--- src/vmp_pkg.sv ---
// Shared types and constants of the vector-matrix product core.
package vmp_pkg;

    localparam int IDX_W        = 6;
    localparam int DIM_W        = 7;
    localparam int VAL_W        = 32;
    localparam int ACC_W        = 64;
    localparam int FRAC_W       = 16;
    localparam int MAX_DIM_DEF  = 64;
    localparam int DIM_RESET    = 64;
    localparam int IN_TDATA_W   = 48;
    localparam int OUT_TDATA_W  = 40;

    localparam logic [0:0] KIND_VECTOR = 1'b0;
    localparam logic [0:0] KIND_MATRIX = 1'b1;

    localparam logic signed [VAL_W-1:0] Q_MAX = 32'sh7fff_ffff;
    localparam logic signed [VAL_W-1:0] Q_MIN = 32'sh8000_0000;

    // Control travelling with a matrix entry through the MAC stages
    typedef struct packed {
        logic             valid;
        logic             first;
        logic             last_row;
        logic             last_col;
        logic [IDX_W-1:0] col;
    } mac_ctl_t;

    // Finished column sum, before saturation
    typedef struct packed {
        logic                    valid;
        logic                    last_col;
        logic [IDX_W-1:0]        col;
        logic signed [ACC_W-1:0] sum;
    } acc_out_t;

    // Result beat as held in the output stage
    typedef struct packed {
        logic [IDX_W-1:0]        index;
        logic signed [VAL_W-1:0] value;
        logic                    sat;
        logic                    last;
    } res_t;

endpackage

--- src/vmp_vector_store.sv ---
// Vector element store: single-port synchronous RAM with registered read.
module vmp_vector_store
    import vmp_pkg::*;
#(
    parameter int MAX_DIM = MAX_DIM_DEF
)
(
    input  logic                    clk,
    input  logic                    wen,
    input  logic                    ren,
    input  logic [$clog2(MAX_DIM)-1:0] addr,
    input  logic signed [VAL_W-1:0] wdata,
    output logic signed [VAL_W-1:0] rdata
);

    logic signed [VAL_W-1:0] mem [MAX_DIM];
    logic signed [VAL_W-1:0] rdata_reg;

    always_ff @(posedge clk)
    begin
        if (wen)
        begin
            mem[addr] <= wdata;
        end
        if (ren)
        begin
            rdata_reg <= mem[addr];
        end
    end

    assign rdata = rdata_reg;

endmodule

--- config.mk ---
export PLATFORM = sky130hd
export DESIGN_NAME = vmp_vector_store
export DESIGN_NICKNAME = d
export VERILOG_FILES = /design/src/vmp_pkg.sv /design/src/vmp_vector_store.sv
export SDC_FILE = /design/constraint.sdc
export NUM_CORES = 2
export LEC_CHECK = 0
export ABC_AREA = 1
export BUFFER_PORTS_ARGS = -buffer_cell sky130_fd_sc_hd__clkbuf_2
export CAP_MARGIN = 0
export CORE_MARGIN = 8
export CORE_UTILIZATION = 45
export CTS_CLUSTER_DIAMETER = 100
export CTS_CLUSTER_SIZE = 12
export DETAILED_ROUTE_END_ITERATION = 6
export PLACE_DENSITY = 0.58
export SYNTH_ARGS = -nofsm -noshare
export SYNTH_HDL_FRONTEND = slang
export SYNTH_SLANG_ARGS = --single-unit
--- constraint.sdc ---
create_clock -name clk -period 5.1 [get_ports clk]
set_input_delay 0.255 -clock clk [delete_from_list [all_inputs] [get_ports clk]]
set_output_delay 0.255 -clock clk [all_outputs]
set_load 0.05 [all_outputs]
======== Word level (Yosys, flattened, before mapping) ========
Memory sizes are Yosys's and may differ from the RTL's. A register that Yosys moved wholly into a read port is not among the register bits.
Cells that the tools add are included.
storage, ports and cells
  register bits ........................... 0
  RAM bits ................................ 2,048
  input bits .............................. 41
  logic and storage cells ................. 3
  memories kept ........................... 1
memories
  name  words  width  rd ports  clocked after Yosys merged registers in  write ports  line                    source
  mem   64     32     1         1                                        1            vmp_vector_store.sv:16  logic signed [VAL_W-1:0] mem [MAX_DIM];
cells by class
  muxes and demuxes ....................... 2
operators by type and width
  operator  count
  $mux W1   2

======== Logic depth before layout (Yosys ltp) ========
  depth after elaboration ................. 2
  depth in mapped cells ................... 15

======== Worst setup path before layout ========
OpenSTA, ideal clock, no wires.
  path kind ............................... in2reg
  start ................................... in addr[0]
  end ..................................... mem mem[41][0] (enable)
  library setup time ...................... 0.502 ns
  arrival ................................. 4.038 ns
  path slack .............................. 0.560 ns
  cell stages on the path ................. 6
  cell sequence ........................... buf_4 inv_2 buf_6 buf_4 buf_2 nor4_1
RTL lines
  what             line                    source
  start, declared  vmp_vector_store.sv:11  input logic [$clog2(MAX_DIM)-1:0] addr,
  end, declared    vmp_vector_store.sv:16
Straight into the memory's write port.

======== Final worst setup path ========
  start ................................... in addr[2]
  end ..................................... mem mem[61][12] (enable)
Straight into the memory's write port.

==> flow_summary.ini <==
[sta]
finalSetupTns_ns = 0
period_share_pct = 49.8
setup_violations = 0
period_needed_ns = 2.54
fmax_mhz = 394
hold_viol_final = 0
finClkSkew_ns = 0.0279
slew-limit-headroom_pct = 14.4
drv_slew = 0
tightest_slew_ns = 1.28
whs_ns = 0.0893
grt_setup_unrepaired = no

[run]
cap_viol_max_count = 0

[cells_and_area]
area_delta_synth_final_pct = 10.0
fin_nets = 8500
largest_reg_flops = 2048
drive_gt1_share_pct = 6.38
regArea_um2 = 62500
multiInputGateArea_um2 = 22800
fill_cells = 17281

[floorplan]
die_h_um = 455
start_util_pct = 45.2
core_um2 = 192000
num_io_pins = 73
rows = 161
dieArea_um2 = 207000
die_x_um = 455

[logic_synthesis]
synth_area_um2 = 86800
synth_area_leaders = edfxtp_1 72%, nand2_1 25%, buf_2 1.4%, nor2_1 0.59%, clkbuf_1 0.59%
ys_types = 20
ys_seq_area_share_pct = 71.9
synth_nets = 8481
async_flop_share_pct = 0
synth_edf_count = 2080
yosys.area.top_type = edfxtp_1
synth-seq-cells = 2080
synthFlopType = edfxtp_1
syn_inst = 8440
yosysWarnings = 0
yosysMostFrequentCell = nand2_1
syn_area_per_cell_um2 = 10.3
netlist_top_cells_count = 5728 x nand2_1, 2080 x edfxtp_1, 244 x buf_2
synthDominantCellAreaShare_pct = 71.9

[power_and_ir_drop]
power_frac_comb_pct = 6.7
switching_power_mw = 7.73
p_seq_share_pct = 56.1
powerDensity_nw_per_um2 = 355
p_leak_nw = 39.5
intPower_mw = 26.2
finalPower_mw = 33.9
pwr-share-clk_pct = 37.2
ir_worst_vdd_mv = 0.316
swShare_pct = 22.8

[route]
first_pass_iters = 5
wl_per_cell_um = 22.2
vias = 57355
drt-total-wl_mm = 244
via_per_inst = 5.22
antenna_left = 0
drtIter0Drc = 5578
drc_errors = 0

[critical_path]
start_kind = input port
end_kind = flip-flop
worstPathArrival_ns = 3.05
cp.required_ns = 5.62
critPathKind = input port to flip-flop
worstPathMaxFanout = 75

[place]
place.gp.congestion = 0.810
dp_hpwl_mm = 131
io_buffers = 72

[global_routing]
grt_max_degree = 195
grt_pass1_vias = 54814
grt_pass1_wl_mm = 362
antenna_found_initial = 4
grtUsageTotal_pct = 23.2
grt_overflow = 0

[status]
status = completed

[clocking]
cts-buffers-inserted = 191
htreeDepth = 4
cts_resized = 0
cts_tree = yes
clk-insertion-delay-late_ns = 0.83
path_clk_slew_ns = 0.06
cts.sinks = 2080
post-cts-setup-buffers = 0
clk_path_buf_depth = 3
cts_hold_buf = 1
cts-root-buf = clkbuf_16

[hold_path]
worstHoldPathType = input port to flip-flop
## path summary, 6_finish.rpt
check,start,to,slack (ns),cells after the start
setup / recovery,addr[2],mem[61][12]$_DFFE_PP_,2.56,7
hold / removal,ren,rdata[21]$_DFFE_PP_,0.09,2
setup reg to reg,mem[27][17]$_DFFE_PP_,rdata[17]$_DFFE_PP_,3.07,10
hold reg to reg,mem[18][30]$_DFFE_PP_,rdata[30]$_DFFE_PP_,0.86,6
## power groups by stage
stage | Clock, mW | Combinational (mW) | Sequential, mW
2_1_floorplan | 0 | 1.21 | 19.4
3_3_place_gp | 0 | 2.27 | 19.4
3_5_place_dp | 0 | 2.28 | 19.4
4_1_cts | 12.8 | 2.29 | 19.0
5_1_grt | 13.4 | 2.51 | 19.0
6_report | 12.6 | 2.28 | 19.0
## per-stage QoR
| step | area [um^2] | std cells | utilization [%] | setup slack [ns] |
|---|---|---|---|---|
| after CTS | 95500 | 10996 | 49.7 | 2.57 |
| after global placement | 90500 | 10791 | 47.1 | 1.83 |
| after detailed placement | 90500 | 10791 | 47.1 | 1.69 |
| after global routing | 95500 | 10997 | 49.7 | 2.38 |
| final | 95500 | 10998 | 49.7 | 2.56 |
| after floorplan | 86800 | 8440 | - | 0.560 |
## final cells by class
cell class	instances	share of cell area, %
diodes	2	0.00524
clock inverters	9	0.110
repair buffers	248	2.06
flip-flops and latches	2080	65.4
well taps	2526	3.31
multi-input cells	5908	23.9
clock buffers	195	5.11
inverters	30	0.141
## routing by layer
metal,track usage (%),up-vias,routed length (um)
li1,-,27175,-
met1,32.0,27963,105000
met2,38.7,1849,117000
met3,2.75,368,14100
met4,7.35,0,8200
met5,0,-,0
## logic make-up (layout without fill, tap and decap cells)
group / after synthesis / count (layout) / synth area share [%]
AO/OA/AOI/OAI: 12 / 12 / 0.0836
buffers and inverters: 452 / 482 / 2.39
flip-flops: 2080 / 2080 / 71.9
other: 0 / 2 / 0
AND/OR/NAND/NOR: 5896 / 5896 / 25.6
## worst max-delay path, stage by stage
cell,delay (ns)
buf_8,0.24
inv_8,0.29
nor2_1,0.45
nand3_1,0.42
buf_4,0.35
nor2_4,0.67
buf_4,0.30
## placed cells by master (no fill, tap or decap)
cell type,netlist,final
nor3_2,7,1
nand4_1,2,2
buf_8,0,3
nor2_1,137,75
or2_2,5,5
inv_1,16,16
nand3_1,13,13
buf_4,11,155
or2_1,1,1
o21ai_1,2,2
inv_6,0,4
clkbuf_16,0,195
clkinv_1,0,2
diode_2,0,2
nor3_4,0,7
dlygate4sd3_1,0,1
inv_2,14,11
inv_8,0,3
clkbuf_2,0,65
nor4_2,0,2
clkinv_8,0,2
buf_2,244,4
o21ai_0,5,5
o211ai_1,5,5
bufinv_16,0,1
edfxtp_1,2080,2080
nand2_1,5728,5728
buf_12,0,20
nor2_4,0,62
No activity file was read; power rests on OpenSTA's default activity.
