### config.mk
export PLATFORM = sky130hd
export DESIGN_NAME = vmp_mac
export DESIGN_NICKNAME = d
export VERILOG_FILES = /design/src/vmp_pkg.sv /design/src/vmp_mac.sv
export SDC_FILE = /design/constraint.sdc
export NUM_CORES = 2
export LEC_CHECK = 0
export CAP_MARGIN = 20
export CORE_AREA = 2 2 282 284
export CTS_BUF_LIST = sky130_fd_sc_hd__clkbuf_4 sky130_fd_sc_hd__clkbuf_8
export DETAILED_ROUTE_END_ITERATION = 8
export DIE_AREA = 0 0 284 286
export DONT_BUFFER_PORTS = 1
export PLACE_DENSITY = 0.75
export RECOVER_POWER = 25
export SYNTH_ARGS = -nofsm -noshare
export SYNTH_HDL_FRONTEND = slang
export SYNTH_SLANG_ARGS = --single-unit
### constraint.sdc
create_clock -name clk -period 3.3 [get_ports clk]
set_input_delay 0.66 -clock clk [delete_from_list [all_inputs] [get_ports clk]]
set_output_delay 0.66 -clock clk [all_outputs]
set_load 0.01 [all_outputs]
### src/vmp_pkg.sv
// Shared types and constants of the vector-matrix product core.
package vmp_pkg;

    localparam int IDX_W        = 6;
    localparam int DIM_W        = 7;
    localparam int VAL_W        = 32;
    localparam int ACC_W        = 64;
    localparam int FRAC_W       = 16;
    localparam int MAX_DIM_DEF  = 64;
    localparam int DIM_RESET    = 64;
    localparam int IN_TDATA_W   = 48;
    localparam int OUT_TDATA_W  = 40;

    localparam logic [0:0] KIND_VECTOR = 1'b0;
    localparam logic [0:0] KIND_MATRIX = 1'b1;

    localparam logic signed [VAL_W-1:0] Q_MAX = 32'sh7fff_ffff;
    localparam logic signed [VAL_W-1:0] Q_MIN = 32'sh8000_0000;

    // Control travelling with a matrix entry through the MAC stages
    typedef struct packed {
        logic             valid;
        logic             first;
        logic             last_row;
        logic             last_col;
        logic [IDX_W-1:0] col;
    } mac_ctl_t;

    // Finished column sum, before saturation
    typedef struct packed {
        logic                    valid;
        logic                    last_col;
        logic [IDX_W-1:0]        col;
        logic signed [ACC_W-1:0] sum;
    } acc_out_t;

    // Result beat as held in the output stage
    typedef struct packed {
        logic [IDX_W-1:0]        index;
        logic signed [VAL_W-1:0] value;
        logic                    sat;
        logic                    last;
    } res_t;

endpackage

### src/vmp_mac.sv
// Multiply stage and column accumulator.
module vmp_mac
    import vmp_pkg::*;
(
    input  logic                    clk,
    input  logic                    rst_n,
    input  logic                    adv,
    input  mac_ctl_t                ctl_in,
    input  logic signed [VAL_W-1:0] value_in,
    input  logic signed [VAL_W-1:0] vec_data,
    output acc_out_t                res
);

    mac_ctl_t                s2_ctl_reg;
    logic signed [ACC_W-1:0] product_reg;
    logic signed [ACC_W-1:0] acc_reg;
    logic signed [ACC_W-1:0] acc_next;
    acc_out_t                res_reg;
    acc_out_t                res_next;
    logic signed [ACC_W-1:0] term;
    logic signed [ACC_W-1:0] sum;

    always_ff @(posedge clk)
    begin
        if (adv)
        begin
            product_reg <= ACC_W'(vec_data) * ACC_W'(value_in);
        end
    end

    always_comb
    begin
        // arithmetic shift gives the floor of the Q32.32 product in Q48.16
        term = product_reg >>> FRAC_W;
        sum  = s2_ctl_reg.first ? term : acc_reg + term;
        acc_next = s2_ctl_reg.last_row ? '0 : sum;
        res_next.valid    = s2_ctl_reg.valid && s2_ctl_reg.last_row;
        res_next.last_col = s2_ctl_reg.last_col;
        res_next.col      = s2_ctl_reg.col;
        res_next.sum      = sum;
    end

    always_ff @(posedge clk or negedge rst_n)
    begin
        if (!rst_n)
        begin
            s2_ctl_reg <= '0;
            acc_reg    <= '0;
            res_reg    <= '0;
        end
        else if (adv)
        begin
            s2_ctl_reg <= ctl_in;
            res_reg    <= res_next;
            if (s2_ctl_reg.valid)
            begin
                acc_reg <= acc_next;
            end
        end
    end

    assign res = res_reg;

`ifndef NO_ASSERTIONS
    a_clear_after_last: assert property (@(posedge clk) disable iff (!rst_n)
        adv && s2_ctl_reg.valid && s2_ctl_reg.last_row |=> acc_reg == '0)
        else $error("accumulator not cleared after last row");
    a_emit_on_last: assert property (@(posedge clk) disable iff (!rst_n)
        adv && s2_ctl_reg.valid && s2_ctl_reg.last_row |=> res_reg.valid)
        else $error("last row gave no result");
`endif

endmodule

; ---- Word-level counts from Yosys, hierarchy flattened
; Index checks and enable logic that the tools add are counted.
[word_totals]
ff_bits = 210
[classes]
reduce_logical = 2
mux = 2
n_mul = 1
add_sub_neg = 1
[op_table]
columns = op, count
row1 = 2-to-1 mux 64 bit, 2
row2 = adder 64 x 48 -> 64 bit, 1
row3 = multiplier 32 x 32 -> 64 bit, 1
row4 = AND reduction 2 bit, 1
row5 = logical AND 1 bit, 1

; ---- Longest topological paths before layout
[logic_depth]
ltp_word = 3
mapped_depth = 29
ltp_nobuf = 28

; ---- Worst setup path after synthesis
; Ideal clock, no wire load.
[synth_path]
kind = in2reg
from = input vec_data[31]
to = register product_reg[63] (data pin)
setup_slack_ns = -4.700
arrival_time_ns = 7.740
path_buffers = 1
path_stages = 24
required_time_ns = 3.040
path_cell_list = clkbuf_1 nand2_1 inv_1 fa_1 inv_1 fa_1 inv_1 fa_1 fa_1 inv_1 fa_1 inv_1 fa_1 fa_1 fa_1 ha_1 a21o_1 a21o_1 o21ai_0 a211o_1 nand3_1 a31o_2 a21o_1 xnor2_1
[synth_via]
elab_chain_len = 1
[synth_rtl]
columns = item, line
row1 = from (decl), vmp_mac.sv:10  ; input logic signed [VAL_W-1:0] vec_data,
row2 = multiplier 32 x 32 -> 64 bit, vmp_mac.sv:27  ; product_reg <= ACC_W'(vec_data) * ACC_W'(value_in);
row3 = to (signal assigned), vmp_mac.sv:27
row4 = to (decl), vmp_mac.sv:15  ; logic signed [ACC_W-1:0] product_reg;
; Every way passes these cells.
; A chain may end at the register's enable or synchronous reset.

; ---- Worst setup path after layout
[layout_path]
from = input vec_data[11]
to = register product_reg[57] (data pin)
; Same word-level chain as after synthesis.

==> impl_metrics.py <==
metrics = {
    "logic_synthesis": {
        "synthMuxAreaShare": 0.0133,
        "synth_nets": 6305,
        "syn_area_sq_um": 46600,
        "synth-seq-area-share": 0.109,
        "synth-edff-count": 48,
        "synth_top_family_by_area": "adder cells",
        "yosys_warnings": 0,
        "synth_flop_cell": "dfrtp_1",
        "synth_cell_types": 81,
        "ys_ff_latch": 194,
        "synthAdderAreaFrac": 0.530,
        "synthSimpleGateAreaFrac": 0.149,
        "synth_compound_area_frac": 0.0745,
        "synth_cells": 4903,
        "async_reset_ff_frac": 0.753,
        "avgSynthCellArea_sq_um": 9.50,
        "synthXorXnorAreaFrac": 0.0203,
    },
    "grt": {
        "antenna_found_initial": 2,
        "grt_first_pass_wirelength_um": 204000,
        "grt_max_degree": 168,
        "track_usage": 0.323,
        "grt_pass1_vias": 37678,
        "grt-ovfl-total": 0,
    },
    "setup_path": {
        "rr_startpoint": "product_reg[39]$_DFFE_PP_",
        "endpoint_kind": "register",
        "r2r-end": "acc_reg[63]$_DFFE_PN0P_",
        "path_class": "input pin to register",
        "crit_fanout": 32,
        "startpoint_type": "input pin",
        "rrSetupSlack_ns": 0.03,
        "reg2reg_depth": 13,
        "arrival_ns": 7.35,
        "cp.required_ns": 3.56,
        "startpoint": "vec_data[11]",
    },
    "routing": {
        "vias": 34831,
        "first_pass_iters": 6,
        "wl_met1_um": 51800,
        "via_per_inst": 5.69,
        "routed_wl_um": 129000,
        "wl_met2_um": 57000,
        "drtIter0Drc": 2835,
        "drtAntennaViolNets": 0,
        "wl_per_cell_um": 21.0,
        "dr_wl_met3_um": 15900,
        "drc": 0,
        "top_layer": "met5",
    },
    "min_path": {
        "hold_path.class": "input pin to async pin",
    },
    "placement": {
        "placed_area_sq_um": 49900,
        "io_buffers": 0,
        "dp.cells": 6046,
        "dp_hpwl_um": 97600,
        "place_congestion": 0.945,
    },
    "outcome": {
        "violations": "hold timing, setup timing",
        "outcome": "complete, but fails checks",
    },
    "clocking": {
        "clock-root-buffer": "clkbuf_8",
        "clkTransAtPathRegs_ns": 0.10,
        "clock-sinks": 194,
        "cts_inserted_buffers": 17,
        "cts_tree": "yes",
        "htreeDepth": 4,
        "cts_buffer_depth": 2,
        "clock_latency_ns": 0.52,
    },
    "cells_and_area": {
        "drive_above_1_share": 0.145,
        "area_delta_synth_final_pct": 11.4,
        "final_area_sq_um": 51900,
        "largest_register_ffs": 72,
        "fin_nets": 6463,
        "fin_util": 0.662,
        "final_cells": 6125,
        "fillers": 6237,
    },
    "timing": {
        "finalCriticalPeriod_ns": 7.09,
        "grt_setup_unrepaired": "yes",
        "layout_setup_ws_ns": -3.79,
        "maxSlewViolCount": 0,
        "finalSetupViolCount": 48,
        "tightest_slew_ns": 0.773,
        "finalHoldViolCount": 146,
        "fin_skew_ns": 0.0181,
        "worst_hold_slack_ns": -0.166,
        "max_freq_mhz": 141,
        "relSlewSlack": 0.483,
        "period_share": 2.15,
    },
    "die": {
        "core_sq_um": 78400,
        "die-height_um": 286,
        "row_count": 103,
        "start_util": 0.594,
        "dieArea_sq_um": 81200,
        "die_x_um": 284,
        "pin_count": 149,
    },
    "job": {
        "max_cap_violations": 0,
    },
}
==> worst max path at each step <==
stage / endpoint / slack [ns] / cells past startpoint
final: product_reg[57]$_DFFE_PP_ / -3.79 / 28
after global routing: product_reg[57]$_DFFE_PP_ / -3.93 / 28
after CTS: product_reg[63]$_DFFE_PP_ / -3.64 / 25
after detailed placement: product_reg[63]$_DFFE_PP_ / -4.43 / 23
after global placement: product_reg[63]$_DFFE_PP_ / -4.34 / 23
after floorplan: product_reg[63]$_DFFE_PP_ / -4.26 / 28
==> synth_stat cells (12+ instances only) <==
cell      number  area share
mux2_2        46       0.011
nor2_1       119      0.0096
nand4_1       22      0.0030
nand2_1      658       0.053
xnor2_1       75       0.014
inv_1       1012       0.082
edfxtp_1      48       0.031
clkbuf_1     241       0.019
a21o_1        62       0.010
ha_1         243       0.065
xor2_1        33      0.0062
fa_1        1082        0.47
a22o_1        30      0.0056
o21bai_1      26      0.0042
nor3_1        24      0.0026
nand3_1       26      0.0028
and2_1       494       0.066
and3_1        19      0.0026
o211ai_1      12      0.0019
a21oi_1      152       0.016
dfrtp_1      146       0.078
o21ai_0      118       0.013
a31oi_1       14      0.0019
nand2b_1      16      0.0021
==> stage by stage <==
step	TNS [ns]	worst slack, ns	hold WS, ns
6_report	-160.80	-3.79	-0.166
5_1_grt	-167.77	-3.93	-0.192
4_1_cts	-154.15	-3.64	-0.208
3_5_place_dp	-188.28	-4.43	0.369
3_3_place_gp	-186.33	-4.34	0.370
2_1_floorplan	-170.63	-4.26	0.364
==> layout by cell type (no fill, tap or decap), types with 33 or more instances in the layout <==
cell and n:
ha_4 45, fa_1 1056, edfxtp_1 48, o21ai_0 100, buf_4 354, mux2_2 45, xor2_1 33, a21o_1 62
ha_1 194, inv_1 987, a21oi_1 118, and2_1 485, nand2_1 645, nor2_1 110, dfrtp_1 145, buf_6 37
xnor2_1 69
==> critical path, stage by stage <==
cell and delay, ns:
and2_4 0.15, fa_1 0.56, fa_1 0.44, fa_1 0.50
inv_1 0.05, fa_1 0.47, inv_1 0.05, fa_1 0.47
inv_1 0.05, fa_1 0.47, inv_1 0.05, fa_1 0.50
inv_1 0.06, fa_1 0.56, inv_2 0.07, ha_4 0.29
o211ai_1 0.13, a2111o_1 0.46, o211ai_1 0.10, buf_4 0.15
o211ai_1 0.09, buf_4 0.18, a21oi_4 0.19, buf_6 0.12
o21ai_4 0.06, a21boi_4 0.24, buf_6 0.14, a311oi_2 0.08
==> routing by layer <==
layer	vias up	track usage
met3	280	0.107
met4	2	0.0861
met2	1765	0.502
met1	17700	0.439
met5	-	0
li1	15084	-
==> cells by family (layout without fill, tap and decap cells) <==
logic type               Yosys count  in the layout
AND/OR/NAND/NOR                 1423           1423
flip-flops                       194            194
buffers and inverters           1270           1441
AO/OA/AOI/OAI                    527            527
other                              0              1
XOR/XNOR                         108            108
adder cells (fa/ha/maj)         1325           1325
multiplexers                      56             56
==> cell type report <==
type	instances	area, sq um	area share
repair buffers	396	3170	0.0612
multi-input cells	3439	38100	0.735
inverters	1013	3810	0.0734
well taps	1050	1310	0.0253
flip-flops and latches	194	5100	0.0983
diodes	1	2.50	0.0000482
clock buffers	17	234	0.00451
clock inverters	15	123	0.00236
==> what timing repair did <==
item | CTS | global route
buffers inserted | 36 | 25
cloned | 0 | 0
pin swaps | 88 | 93
gates resized for setup | 109 | 146
setup endpoints to repair | 77 | 99
endpoints found under the hold margin | 146 | 146
Power is left out: the tool's default activity adds up to more than one toggle a clock period on the data nets, which glitch-free logic cannot reach.
