File: config.mk
export PLATFORM = sky130hd
export DESIGN_NAME = vmp_out_buffer
export DESIGN_NICKNAME = d
export VERILOG_FILES = /design/src/vmp_pkg.sv /design/src/vmp_out_buffer.sv
export SDC_FILE = /design/constraint.sdc
export NUM_CORES = 1
export LEC_CHECK = 0
export BUFFER_PORTS_ARGS = -buffer_cell sky130_fd_sc_hd__buf_2
export CAP_MARGIN = 20
export CORE_UTILIZATION = 40
export DETAILED_ROUTE_END_ITERATION = 10
export PLACE_DENSITY = 0.75
export SLEW_MARGIN = 30
export SYNTH_ARGS = -nofsm -noshare
export SYNTH_HDL_FRONTEND = slang
export SYNTH_SLANG_ARGS = --single-unit
File: constraint.sdc
create_clock -name clk -period 5 [get_ports clk]
set_input_delay 1 -clock clk [delete_from_list [all_inputs] [get_ports clk]]
set_output_delay 1 -clock clk [all_outputs]
set_load 0.1 [all_outputs]
File: src/vmp_pkg.sv
// Shared types and constants of the vector-matrix product core.
package vmp_pkg;

    localparam int IDX_W        = 6;
    localparam int DIM_W        = 7;
    localparam int VAL_W        = 32;
    localparam int ACC_W        = 64;
    localparam int FRAC_W       = 16;
    localparam int MAX_DIM_DEF  = 64;
    localparam int DIM_RESET    = 64;
    localparam int IN_TDATA_W   = 48;
    localparam int OUT_TDATA_W  = 40;

    localparam logic [0:0] KIND_VECTOR = 1'b0;
    localparam logic [0:0] KIND_MATRIX = 1'b1;

    localparam logic signed [VAL_W-1:0] Q_MAX = 32'sh7fff_ffff;
    localparam logic signed [VAL_W-1:0] Q_MIN = 32'sh8000_0000;

    // Control travelling with a matrix entry through the MAC stages
    typedef struct packed {
        logic             valid;
        logic             first;
        logic             last_row;
        logic             last_col;
        logic [IDX_W-1:0] col;
    } mac_ctl_t;

    // Finished column sum, before saturation
    typedef struct packed {
        logic                    valid;
        logic                    last_col;
        logic [IDX_W-1:0]        col;
        logic signed [ACC_W-1:0] sum;
    } acc_out_t;

    // Result beat as held in the output stage
    typedef struct packed {
        logic [IDX_W-1:0]        index;
        logic signed [VAL_W-1:0] value;
        logic                    sat;
        logic                    last;
    } res_t;

endpackage

File: src/vmp_out_buffer.sv
// Saturation to Q16.16 and output register with skid stage.
module vmp_out_buffer
    import vmp_pkg::*;
(
    input  logic                   clk,
    input  logic                   rst_n,
    input  acc_out_t               res,
    output logic                   skid_full,
    output logic                   m_tvalid,
    input  logic                   m_tready,
    output logic [OUT_TDATA_W-1:0] m_tdata,   // result_index[5:0], result_value[37:6], zeros
    output logic                   m_tuser,   // saturated
    output logic                   m_tlast
);

    res_t out_reg;
    res_t skid_reg;
    res_t new_res;
    logic out_valid_reg;
    logic skid_valid_reg;
    logic pop;
    logic push;
    logic in_range;

    always_comb
    begin
        // sum fits when the top 33 bits are all equal
        in_range = (res.sum[ACC_W-1:VAL_W-1] == '0) || (res.sum[ACC_W-1:VAL_W-1] == '1);
        new_res.index = res.col;
        new_res.last  = res.last_col;
        new_res.sat   = !in_range;
        if (in_range)
        begin
            new_res.value = res.sum[VAL_W-1:0];
        end
        else if (res.sum[ACC_W-1])
        begin
            new_res.value = Q_MIN;
        end
        else
        begin
            new_res.value = Q_MAX;
        end
    end

    assign pop  = out_valid_reg && m_tready;
    assign push = res.valid && !skid_valid_reg;

    always_ff @(posedge clk or negedge rst_n)
    begin
        if (!rst_n)
        begin
            out_valid_reg  <= 1'b0;
            skid_valid_reg <= 1'b0;
        end
        else if (skid_valid_reg)
        begin
            if (pop)
            begin
                skid_valid_reg <= 1'b0;
            end
        end
        else if (push)
        begin
            if (out_valid_reg && !pop)
            begin
                skid_valid_reg <= 1'b1;
            end
            else
            begin
                out_valid_reg <= 1'b1;
            end
        end
        else if (pop)
        begin
            out_valid_reg <= 1'b0;
        end
    end

    always_ff @(posedge clk)
    begin
        if (skid_valid_reg)
        begin
            if (pop)
            begin
                out_reg <= skid_reg;
            end
        end
        else if (push)
        begin
            if (out_valid_reg && !pop)
            begin
                skid_reg <= new_res;
            end
            else
            begin
                out_reg <= new_res;
            end
        end
    end

    assign skid_full = skid_valid_reg;
    assign m_tvalid  = out_valid_reg;
    assign m_tdata   = {{(OUT_TDATA_W - VAL_W - IDX_W){1'b0}}, out_reg.value, out_reg.index};
    assign m_tuser   = out_reg.sat;
    assign m_tlast   = out_reg.last;

`ifndef NO_ASSERTIONS
    a_skid_behind_out: assert property (@(posedge clk) disable iff (!rst_n)
        skid_valid_reg |-> out_valid_reg)
        else $error("skid holds a beat while output register is empty");
    a_sat_at_limit: assert property (@(posedge clk) disable iff (!rst_n)
        out_valid_reg && out_reg.sat |-> (out_reg.value == Q_MAX || out_reg.value == Q_MIN))
        else $error("saturated beat not at a range limit");
`endif

endmodule

## After elaboration in Yosys (flattened, before gate mapping)

Index checks and enable logic that the tools add are counted.

| word-level totals | value |
|---|---|
| bits in read-only memories | 0 |
| memories kept | 0 |
| output and inout port bits | 44 |
| bits in latches | 0 |
| RAM bits | 0 |
| word-level logic and storage cells | 41 |
| register bits | 82 |

| cells by class | value |
|---|---|
| shift operators | 0 |
| div/mod/pow operators | 0 |
| reduce and logical (&&, ||, !) cells | 13 |
| multipliers | 0 |
| order comparisons | 0 |
| $add $sub $neg | 0 |
| mux-type cells | 13 |
| equal/unequal tests | 4 |
| bitwise logic cells | 1 |

Operators by type and width:

| kind | count |
|---|---|
| 2-to-1 mux 40 bit | 4 |
| 2-to-1 mux 32 bit | 2 |
| equality test 33 bit, second input constant | 1 |
| zero test 33 bit | 1 |
| AND reduction 3 bit | 3 |
| 2-to-1 mux 1 bit | 7 |
| inequality test 2 bit, second input constant | 2 |
| nonzero test 2 bit | 2 |
| logical AND 1 bit | 3 |
| zero test 1 bit | 3 |
| inequality test 2 x 1 -> 1 bit, second input constant | 1 |
| logical OR 1 bit | 1 |
| inverter 1 bit | 1 |

## Depth between registers and ports, before layout

Gate-level depths: netlist of run 1.

| depth | value |
|---|---|
| depth after elaboration | 6 |
| gate-level depth with buffers | 5 |
| gate-level depth less buffers | 4 |

## Worst setup path after synthesis of run 1

OpenSTA, ideal clock, no wires.

| timing path | value |
|---|---|
| path kind | register to register |
| start point | register skid_valid_reg, in the netlist skid_full |
| end point | register skid_reg[0] (netlist bit) (enable) |
| required time | 4.504 ns |
| setup slack | 0.183 ns |
| arrival | 4.321 ns |
| cell stages (with the launch flop) | 5 |
| path through | dfrtp_1 clkbuf_1 buf_2 nand2b_1 nor3b_1 |

| between the ends | value |
|---|---|
| word-level cells in the longest chain between the ends | 3 |
| elaborated cells between the ends (all ways) | 4 |
| those cells by class | 1 x bitwise; 3 x reduce/logical |

RTL lines:

| item | RTL line | RTL |
|---|---|---|
| start, declared | vmp_out_buffer.sv:20 | `logic skid_valid_reg;` |
| start signal, assigned | vmp_out_buffer.sv:54 | `skid_valid_reg <= 1'b0;` |
| start signal, assigned | vmp_out_buffer.sv:60 | `skid_valid_reg <= 1'b0;` |
| start signal, assigned | vmp_out_buffer.sv:67 | `skid_valid_reg <= 1'b1;` |
| zero test 1 bit | vmp_out_buffer.sv:47 | `assign push = res.valid && !skid_valid_reg;` |
| logical AND 1 bit | vmp_out_buffer.sv:47 |  |
| AND reduction 3 bit (no source line) (*) | - |  |
| end signal, assigned | vmp_out_buffer.sv:93 | `skid_reg <= new_res;` |
| end, declared | vmp_out_buffer.sv:17 | `res_t skid_reg;` |

Mark *: on every way between the ends. The rest lies on a longest branch, timed or not.
A chain may end at the register's enable or synchronous reset.

## Final worst setup path of run 1

| timing path | value |
|---|---|
| start point | input port res[60] (netlist bit) |
| end point | register out_reg (netlist bit m_tdata[22]) (data pin) |

| between the ends | value |
|---|---|
| word-level cells in the longest chain between the ends | 6 |
| elaborated cells between the ends (all ways) | 7 |
| those cells by class | 1 x eq/ne; 4 x mux; 2 x reduce/logical |

RTL lines:

| item | RTL line | RTL |
|---|---|---|
| start, declared | vmp_out_buffer.sv:7 | `input acc_out_t res,` |
| equality test 33 bit / zero test 33 bit (equally long branches) | vmp_out_buffer.sv:28 | `in_range = (res.sum[ACC_W-1:VAL_W-1] == '0) \|\| (res.sum[ACC_W-1:VAL_W-1] == '1);` |
| logical OR 1 bit (*) | vmp_out_buffer.sv:28 |  |
| 2-to-1 mux 32 bit (*) | vmp_out_buffer.sv:32 | `if (in_range)` |
| 2-to-1 mux 40 bit (*) | vmp_out_buffer.sv:91 | `if (out_valid_reg && !pop)` |
| 2-to-1 mux 40 bit (*) | vmp_out_buffer.sv:89 | `else if (push)` |
| 2-to-1 mux 40 bit (*) | vmp_out_buffer.sv:82 | `if (skid_valid_reg)` |
| end signal, assigned | vmp_out_buffer.sv:86 | `out_reg <= skid_reg;` |
| end signal, assigned | vmp_out_buffer.sv:97 | `out_reg <= new_res;` |
| end, declared | vmp_out_buffer.sv:16 | `res_t out_reg;` |

Mark *: on every way between the ends. The rest lies on a longest branch, timed or not. The select of a mux whose other input is x is not followed.

==> metrics.yaml, run 1 <==
sta:
  finalCritPeriodShare_pct: 57.40
  setup_viol: 0
  worstMarginPinSlew_ps: 775.5
  slew_headroom_pct: 48.30
  setup-tns-final_ps: 0
  final_hold_viol_count: 0
  fin_crit_ps: 2870
  rsz0062_at_grt: "no"
  drv_slew: 0
  skew_ps: 9.666
  fin_ws_ps: 2130
  fmax_mhz: 348.4
job:
  maxCapViolCount: 0
critical_path:
  critical_path_class: "primary input to flip-flop"
  crit_arrival_ps: 2930
  crit_path_start_kind: "primary input"
  r2r_cells: 4
  end_kind: "flip-flop"
  required_ps: 5060
  cp.depth: 6
  worstPathCellList: "buf_2 > nor4_1 > nand4_1 > o21ai_4 > buf_4 > o311ai_2"
  crit_buf_inv: 2
  critPathSlowestCell: "o21ai_4"
  path_delay_family: "compound AO/OA/AOI/OAI gates"
  r2r_setup_slack_ps: 2890
  slowest_delay_ps: 640
  cp_max_fo: 17
clocking:
  root_buffer: "clkbuf_8"
  post_cts_buffers: 0
  clkSlewWorstSetupHoldPaths_ps: 80
  insertion_delay_ps: 340
  cts_tree: "yes"
  hold_buffers: 0
  htreeDepth: 3
  clkSinkCount: 82
  cts_inserted_buffers: 9
  cts_resized: 0
  cts_max_path_buffers: 2
pwr:
  p_sw_w: 0.001732
  ir_worst_vdd_mv: 0.4947
  leakagePower_nw: 1.831
  internal_power_w: 0.001674
  switching_share_pct: 50.85
  pwr-share-seq_pct: 33.2
  power_density_nw_per_um2: 712.0
  power_w: 0.003406
  power_frac_comb_pct: 50.4
  p_clk_share_pct: 16.4
layout:
  largest_register_ffs: 40
  n_antenna_cell: 0
  mostFrequentLayoutCell: "buf_2"
  fin_nets: 464
  syn_to_final_growth_pct: 24.33
  drive_gt1_share_pct: 45.94
  layout_common_cells: "buf_2, edfxtp_1, nand2_1, inv_1, o21ai_0"
route:
  vias: 2622
  vias_per_cell: 5.013
  drt-initial-drc-count: 73
  routed_wl_um: 7360
  ant_nets: 0
  wl_per_cell_um: 14.07
  drc: 0
  first_pass_iters: 4
floorplan:
  fp-row-count: 35
  die_h_um: 100.1
  core_um2: 9284
  ioPinCount: 119
  start_util_pct: 41.44
  fp.dieW_um: 100.1
  dieArea_um2: 10020
logic_synthesis:
  synthTopCellsByArea: "edfxtp_1, o311ai_2, o21ai_0, nand2_1, inv_1"
  yosys_register_bits: 82
  synthFlopType: "edfxtp_1"
  synth_cell_type_count: 31
  synth-async-reset-ratio_pct: 2.439
  yosysWarnings: 0
  synth_cells: 278
  syn_avg_cell_area_um2: 13.84
  synth_edf_count: 80
  ys_seq_area_share_pct: 63.74
  synth_area_um2: 3847
  netlist.area_leader.share_pct: 62.44
  synth_area_leader_cell: "edfxtp_1"
grt:
  grt_pass1_vias: 2604
  grt_start_max_net_pins: 80
  antenna_found_initial: 0
  grt_use_total_pct: 15.45
  grt_pass1_wl_um: 11900
  gr-total-overflow: 0
placement:
  pre_cts_ws_ps: 1738
  placement.io_buffers: 116
  dp_hpwl_um: 4963
  gp_congestion: 0.7835
hold_path:
  hold_class: "primary input to asynchronous set/reset pin"
run_status:
  status: "completed"
final timing paths:
check                       startpoint      endpoint
setup / recovery               res[60]   m_tdata[22]
hold / removal                   rst_n     skid_full
setup reg to reg             skid_full  skid_reg[14]
hold reg to reg            skid_reg[2]    m_tdata[6]
max in group asynchronous        rst_n     skid_full
min in group clk           skid_reg[2]    m_tdata[6]
synth_stat cells (3+ instances only):
master,n
buf_6,6
o21ai_0,32
inv_1,32
clkbuf_1,11
nand4_1,10
o311ai_4,3
o311ai_2,26
edfxtp_1,80
mux2_2,7
nand2_1,34
nor4_1,8
buf_2,5
power groups by stage:
stage               clock, W  sequential (W)  combinational (W)
floorplan                  0         0.00216           0.000465
global placement           0         0.00119            0.00164
detailed placement         0         0.00120            0.00166
CTS                 0.000573         0.00118            0.00166
global route        0.000605         0.00115            0.00179
finish              0.000559         0.00113            0.00172
layout make-up:
class | instances | area (µm²)
fill | 859 | 4501
sequential | 82 | 2456
multi-input combinational | 141 | 1166
timing repair buffer | 123 | 645.6
tap | 129 | 161.4
clock buffer | 11 | 131.4
inverter | 32 | 120.1
clock inverter | 5 | 102.6
logic make-up after synthesis:
family	after synthesis	synth area share (%)
AOI/OAI and AO/OA	71	19.22
other	1	0.09747
buffers and inverters	56	6.992
DFF	82	63.74
and+or+nand+nor	61	7.903
muxes	7	2.049
through the flow:
step | area (µm²) | util, % | hold slack, ps | std cells
CTS | 4763 | 51.31 | 410.0 | 522
floorplan | 3851 | - | 498.4 | 279
global placement | 4522 | 48.71 | 504.3 | 506
global route | 4783 | 51.52 | 400.7 | 523
detailed placement | 4529 | 48.79 | 505.4 | 506
finish | 4783 | 51.52 | 427.2 | 523
routing by layer:
layer / share of wire (%) / vias to the layer above / wire length, µm / track usage (%)
met5: 0 / - / 0 / 0
met4: 1.7 / 0 / 123 / 6.132
met3: 5.3 / 13 / 391 / 4.526
met2: 51 / 72 / 3773 / 27.00
met1: 42 / 1263 / 3071 / 17.85
li1: - / 1274 / - / -
Note: power is estimated with default switching activity, not from simulation.
==> run 2: changes to the inputs <==
--- a/config.mk
+++ b/config.mk
@@ -5,6 +5,7 @@
 export SDC_FILE = /design/constraint.sdc
 export NUM_CORES = 1
 export LEC_CHECK = 0
+export ABC_AREA = 1
 export BUFFER_PORTS_ARGS = -buffer_cell sky130_fd_sc_hd__buf_2
 export CAP_MARGIN = 20
 export CORE_UTILIZATION = 40
==> constraint.sdc (replaced) <==
create_clock -name clk -period 3 [get_ports clk]
set_input_delay 0.6 -clock clk [delete_from_list [all_inputs] [get_ports clk]]
set_output_delay 0.6 -clock clk [all_outputs]
set_load 0.1 [all_outputs]
==> metrics.yaml, run 2 <==
floorplan:
  ioPinCount: 119  # unchanged
  fp.dieW_um: 97.46  # -2.6%
  dieArea_um2: 9497  # -5.2%
  start_util_pct: 41.59  # +0.15 points
  core_um2: 8763  # -5.6%
  die_h_um: 97.46  # -2.6%
  fp-row-count: 34  # -2.9%
critical_path:
  slowest_delay_ps: 580  # -60 ps
  cp_max_fo: 21  # +4
  crit_buf_inv: 5  # +3
  end_kind: "flip-flop"
  worstPathCellList: "buf_4 > inv_1 > nand2_1 > inv_1 > nand2_1 > clkinv_1 > buf_12"
  critPathSlowestCell: "clkinv_1"
  required_ps: 3090  # -1970 ps
  crit_arrival_ps: 2180  # -750 ps
  critical_path_class: "flip-flop to flip-flop"
  crit_path_start_kind: "flip-flop"
  path_delay_family: "buffers and inverters"
logic_synthesis:
  synth-async-reset-ratio_pct: 2.439  # unchanged
  synth_most_common_cell: "nand2_1"
  synth_area_um2: 3645  # -5.3%
  synthFlopType: "edfxtp_1"
  ys_seq_area_share_pct: 67.28  # +3.5 points
  synth_area_leader_cell: "edfxtp_1"
  synth_edf_count: 80  # unchanged
  syn_avg_cell_area_um2: 10.04  # -27%
  yosys_register_bits: 82  # unchanged
  synthTopCellsByArea: "edfxtp_1, nand2_1, nand2_2, nor2_1, buf_6"
  yosysWarnings: 0  # unchanged
  ys_top_cells_by_count: "nand2_1, edfxtp_1, nor2_1"
  netlist.area_leader.share_pct: 65.91  # +3.5 points
  synth_cell_type_count: 16  # -48%
  synth_cells: 363  # +31%
clocking:
  insertion_delay_ps: 340  # about the same
  cts_tree: "yes"
  cts_resized: 0  # unchanged
  post_cts_buffers: 0  # unchanged
  cts_max_path_buffers: 2  # unchanged
  clkSinkCount: 82  # unchanged
  htreeDepth: 3  # unchanged
  clkSlewWorstSetupHoldPaths_ps: 70  # about the same
  cts_inserted_buffers: 9  # unchanged
  hold_buffers: 0  # unchanged
  root_buffer: "clkbuf_8"
layout:
  drive_gt1_share_pct: 33.47  # -12 points
  syn_to_final_growth_pct: 23.86
  fill_cells: 794  # -7.6%
  final_util_pct: 51.51  # about the same
  seq_area_um2: 2452  # -0.15%
  layout_common_cells: "nand2_1, buf_2, edfxtp_1, nor2_1, nand2_2"
  largest_register_ffs: 40  # unchanged
  fin_nets: 554  # +19%
  mostFrequentLayoutCell: "nand2_1"
  n_antenna_cell: 0  # unchanged
  multiInputGateArea_um2: 1057  # -9.3%
  stdcell_area_um2: 4514  # -5.6%
sta:
  finalCritPeriodShare_pct: 69.46
  hold_ws_ps: 41.51  # -385.7 ps
  slew_headroom_pct: 50.63  # +2.3 points
  skew_ps: 6.080  # -3.587 ps
  rsz0062_at_grt: "no"
  worstMarginPinSlew_ps: 736.0  # -39.51 ps
  setup_viol: 0  # unchanged
  drv_slew: 0  # unchanged
  fmax_mhz: 479.9
  final_hold_viol_count: 0  # unchanged
  setup-tns-final_ps: 0  # unchanged
  fin_crit_ps: 2084
route:
  drc: 0  # unchanged
  first_pass_iters: 4  # unchanged
  ant_nets: 0  # unchanged
  routed_wl_um: 7166  # -2.6%
  vias: 2704  # +3.1%
  vias_per_cell: 4.568  # -8.9%
  drt-initial-drc-count: 131  # +79%
  wl_per_cell_um: 12.10  # -14%
run_status:
  status: "completed"
grt:
  antenna_found_initial: 0  # unchanged
  grt_start_max_net_pins: 39  # -51%
  grt_pass1_vias: 2676  # +2.8%
  grt_pass1_wl_um: 12090  # +1.6%
  gr-total-overflow: 0  # unchanged
  grt_use_total_pct: 16.22  # +0.77 points
hold_path:
  hold_class: "primary input to asynchronous set/reset pin"
job:
  maxCapViolCount: 0  # unchanged
pwr:
  power_density_nw_per_um2: 1136  # +60%
  ir_worst_vdd_mv: 0.4819  # -2.6%
  leakagePower_nw: 2.016  # +10%
placement:
  dpl_cell_area_um2: 4325  # -4.5%
  placement.io_buffers: 116  # unchanged
  gp_congestion: 0.7503  # -4.2%
  dp_hpwl_um: 5119  # +3.1%
## run 2: kinds of logic (layout without fill, tap and decap cells)
| logic type | count (synthesis) | in the layout | synth area share (%) |
|---|---|---|---|
| flops | 82 | 82 | 67.28 |
| compound gates | 5 | 5 | 0.9954 |
| simple gates | 251 | 251 | 27.60 |
| other cells | 1 | 2 | 0.1029 |
| buf+inv | 24 | 144 | 4.016 |
## run 2: report_power, final
group	leakage (nW)	total, W	internal (W)	switching [W]
sequential	0.761	0.00177	0.00168	0.0000808
combinational	1.16	0.00260	0.000368	0.00223
clock	0.0974	0.000766	0.000406	0.000360
total	2.02	0.00513	0.00246	0.00267
## run 2: path summary, 6_finish.rpt
path	start	end	slack (ps)	cells after the start
worst max-delay path	skid_full	skid_reg[15]	920	7
worst min-delay path	rst_n	m_tvalid	40	1
worst max register to register	skid_full	skid_reg[15]	920	7
worst min register to register	skid_reg[10]	m_tdata[14]	520	2
max in group asynchronous	rst_n	skid_full	2850	1
min in group clk	res[66]	skid_reg[36]	450	1
## run 2: stage by stage
stage          setup slack (ps)  instances  total power [W]
3_3_place_gp              844.0        575         0.004336
5_1_grt                   801.6        592         0.005356
6_report                  916.4        592         0.005128
2_1_floorplan             184.9        364         0.003957
4_1_cts                   888.3        592         0.005175
3_5_place_dp              764.7        576         0.004409
## run 2: per-layer routing
layer | share of wire, % | vias to the layer above | global-route usage (%)
met5 | 0 | - | 0
met4 | 1.3 | 0 | 6.109
met3 | 6.4 | 7 | 4.101
met2 | 50 | 106 | 28.73
met1 | 42 | 1204 | 18.85
li1 | - | 1387 | -
## run 2: cell type report
| class | instances | share of cell area [%] |
|---|---|---|
| flip-flops and latches | 82 | 54.32 |
| well taps | 108 | 2.993 |
| clock buffers | 13 | 3.298 |
| inverters | 6 | 0.4989 |
| multi-input cells | 258 | 23.42 |
| clock inverters | 3 | 0.8869 |
| repair buffers | 122 | 14.58 |
==> run 3: changes to the inputs <==
--- a/config.mk
+++ b/config.mk
@@ -10,7 +10,7 @@
 export CAP_MARGIN = 20
 export CORE_UTILIZATION = 40
 export DETAILED_ROUTE_END_ITERATION = 10
-export PLACE_DENSITY = 0.75
+export PLACE_DENSITY = 0.78
 export SLEW_MARGIN = 30
 export SYNTH_ARGS = -nofsm -noshare
 export SYNTH_HDL_FRONTEND = slang
==> constraint.sdc (replaced) <==
create_clock -name clk -period 1.7 [get_ports clk]
set_input_delay 0.34 -clock clk [delete_from_list [all_inputs] [get_ports clk]]
set_output_delay 0.34 -clock clk [all_outputs]
set_load 0.1 [all_outputs]
==> metrics.yaml, run 3 (synthesis gave the netlist of run 2 again) <==
grt:
  gr-total-overflow: 0  # unchanged
  grt_use_total_pct: 17.25  # +1.0 points
  met2_usage_pct: 30.23  # +1.5 points
  grt_pass1_wl_um: 12920  # +6.8%
  met1_usage_pct: 20.48  # +1.6 points
  grt_start_max_net_pins: 39  # unchanged
  busiest_layer: "met2"
  grt_pass1_vias: 2855  # +6.7%
  grt.met3_usage_pct: 3.741  # -0.36 points
  antenna_found_initial: 0  # unchanged
layout:
  layout_common_cells: "nand2_1, buf_2, edfxtp_1, nor2_1, nand2_2"
  seq_area_um2: 2457  # +0.20%
  n_antenna_cell: 0  # unchanged
  drive_gt1_share_pct: 35.99  # +2.5 points
  syn_to_final_growth_pct: 26.71
  fin_nets: 559  # +0.90%
  final_util_pct: 52.70  # +1.2 points
  final_cells: 597  # +0.84%
  fill_cells: 789  # -0.63%
  mostFrequentLayoutCell: "nand2_1"
  largest_register_ffs: 40  # unchanged
  multiInputGateArea_um2: 1064  # +0.59%
placement:
  dp.cells: 580  # +0.69%
  dp_hpwl_um: 5233  # +2.2%
  placement.io_buffers: 116  # unchanged
  gp_congestion: 0.7409  # -1.3%
clocking:
  clkSlewWorstSetupHoldPaths_ps: 90  # +20 ps
  cts_max_path_buffers: 2  # unchanged
  root_buffer: "clkbuf_8"
  post_cts_buffers: 0  # unchanged
  insertion_delay_ps: 340  # about the same
  cts_tree: "yes"
  clkSinkCount: 82  # unchanged
  htreeDepth: 3  # unchanged
  cts_inserted_buffers: 9  # unchanged
critical_path:
  r2r_setup_slack_ps: 260  # -660 ps
  critical_path_class: "flip-flop to output pin"
  crit_path_start_kind: "flip-flop"
  required_ps: 1360  # -1730 ps
  crit_arrival_ps: 1260  # -920 ps
  cp_max_fo: 33  # +57%
  end_kind: "output pin"
pwr:
  power_density_nw_per_um2: 2001  # +76%
  leakagePower_nw: 2.046  # +1.5%
  ir_worst_vdd_mv: 0.8012  # +66%
hold_path:
  hold_class: "primary input to flip-flop"
route:
  routed_wl_um: 7547  # +5.3%
  vias_per_cell: 4.616  # +1.1%
  first_pass_iters: 6  # +2
  ant_nets: 0  # unchanged
  vias: 2756  # +1.9%
  drc: 0  # unchanged
  wl_per_cell_um: 12.64  # +4.4%
  drt-initial-drc-count: 57  # -56%
sta:
  rsz0062_at_grt: "no"
  skew_ps: 9.126  # +3.046 ps
  drv_slew: 0  # unchanged
  finalCritPeriodShare_pct: 93.83
  final_hold_viol_count: 0  # unchanged
  setup_viol: 0  # unchanged
  fmax_mhz: 626.9
  fin_crit_ps: 1595
floorplan:
  fp.dieW_um: 97.46  # unchanged
  start_util_pct: 41.59  # unchanged
  die_h_um: 97.46  # unchanged
  core_um2: 8763  # unchanged
  fp-row-count: 34  # unchanged
  ioPinCount: 119  # unchanged
  dieArea_um2: 9497  # unchanged
run_status:
  status: "completed"
job:
  maxCapViolCount: 0  # unchanged
## run 3: cell types whose count changed in the layout (fill, tap and decap cells not counted), moves of 2 or more
| cell | delta |
|---|---|
| clkbuf_1 | -3 |
| inv_2 | +2 |
| clkinvlp_4 | +3 |
| buf_12 | +4 |
| dfrtp_1 | -2 |
| inv_1 | -2 |
## run 3: what timing repair did
action / 4_1_cts / 5_1_grt
hold buffers: 1 / 0
setup endpoints to repair: 1 / 0
endpoints found under the hold margin: 2 / 0
gates resized for setup: 1 / 0
## run 3: area by class of cell
class | count | share of cell area (%)
clock buffer | 10 | 2.980
clock inverter | 6 | 1.382
inverter | 6 | 0.5690
multi-input combinational | 258 | 23.03
sequential | 82 | 53.21
tap | 108 | 2.926
timing repair buffer | 127 | 15.90
## run 3: path summary, 6_finish.rpt
check | startpoint | end | cells after the start
worst max-delay path | skid_full | skid_full | 2
max in group asynchronous | rst_n | skid_full | 2
min in group asynchronous | rst_n | m_tvalid | 2
worst min-delay path | res[69] | skid_reg[39] | 1
worst min register to register | skid_reg[26] | m_tdata[30] | 2
worst max register to register | m_tvalid | skid_reg[10] | 5
## run 3: layer usage
layer	up-vias	part of all wire (%)
met5	-	0
met2	101	50
met4	0	1.3
met1	1244	43
met3	10	5.8
li1	1401	-
## run 3: critical path, stage by stage, from the launching register on
cell	delay, ps
dfrtp_4	440
buf_6	260
buf_12	210
## run 3: stage by stage
step | hold slack (ps) | area (µm²) | setup WS (ps) | setup TNS [ps] | total power, W
global placement | 128.5 | 4403 | 22.76 | 0 | 0.007803
global route | 163.6 | 4618 | 40.52 | 0 | 0.009629
finish | 181.8 | 4618 | 105.0 | 0 | 0.009239
CTS | 165.2 | 4618 | 76.33 | 0 | 0.009323
detailed placement | 133.3 | 4403 | -45.58 | -263.4 | 0.007886
floorplan | 44.41 | 3681 | -365.6 | -25360 | 0.007035
## run 3: report_power, final
group	leakage [nW]	total [W]	switching [W]	internal (W)
registers	0.759	0.00312	0.000147	0.00298
logic	1.19	0.00468	0.00397	0.000710
clock network	0.0987	0.00143	0.000712	0.000719
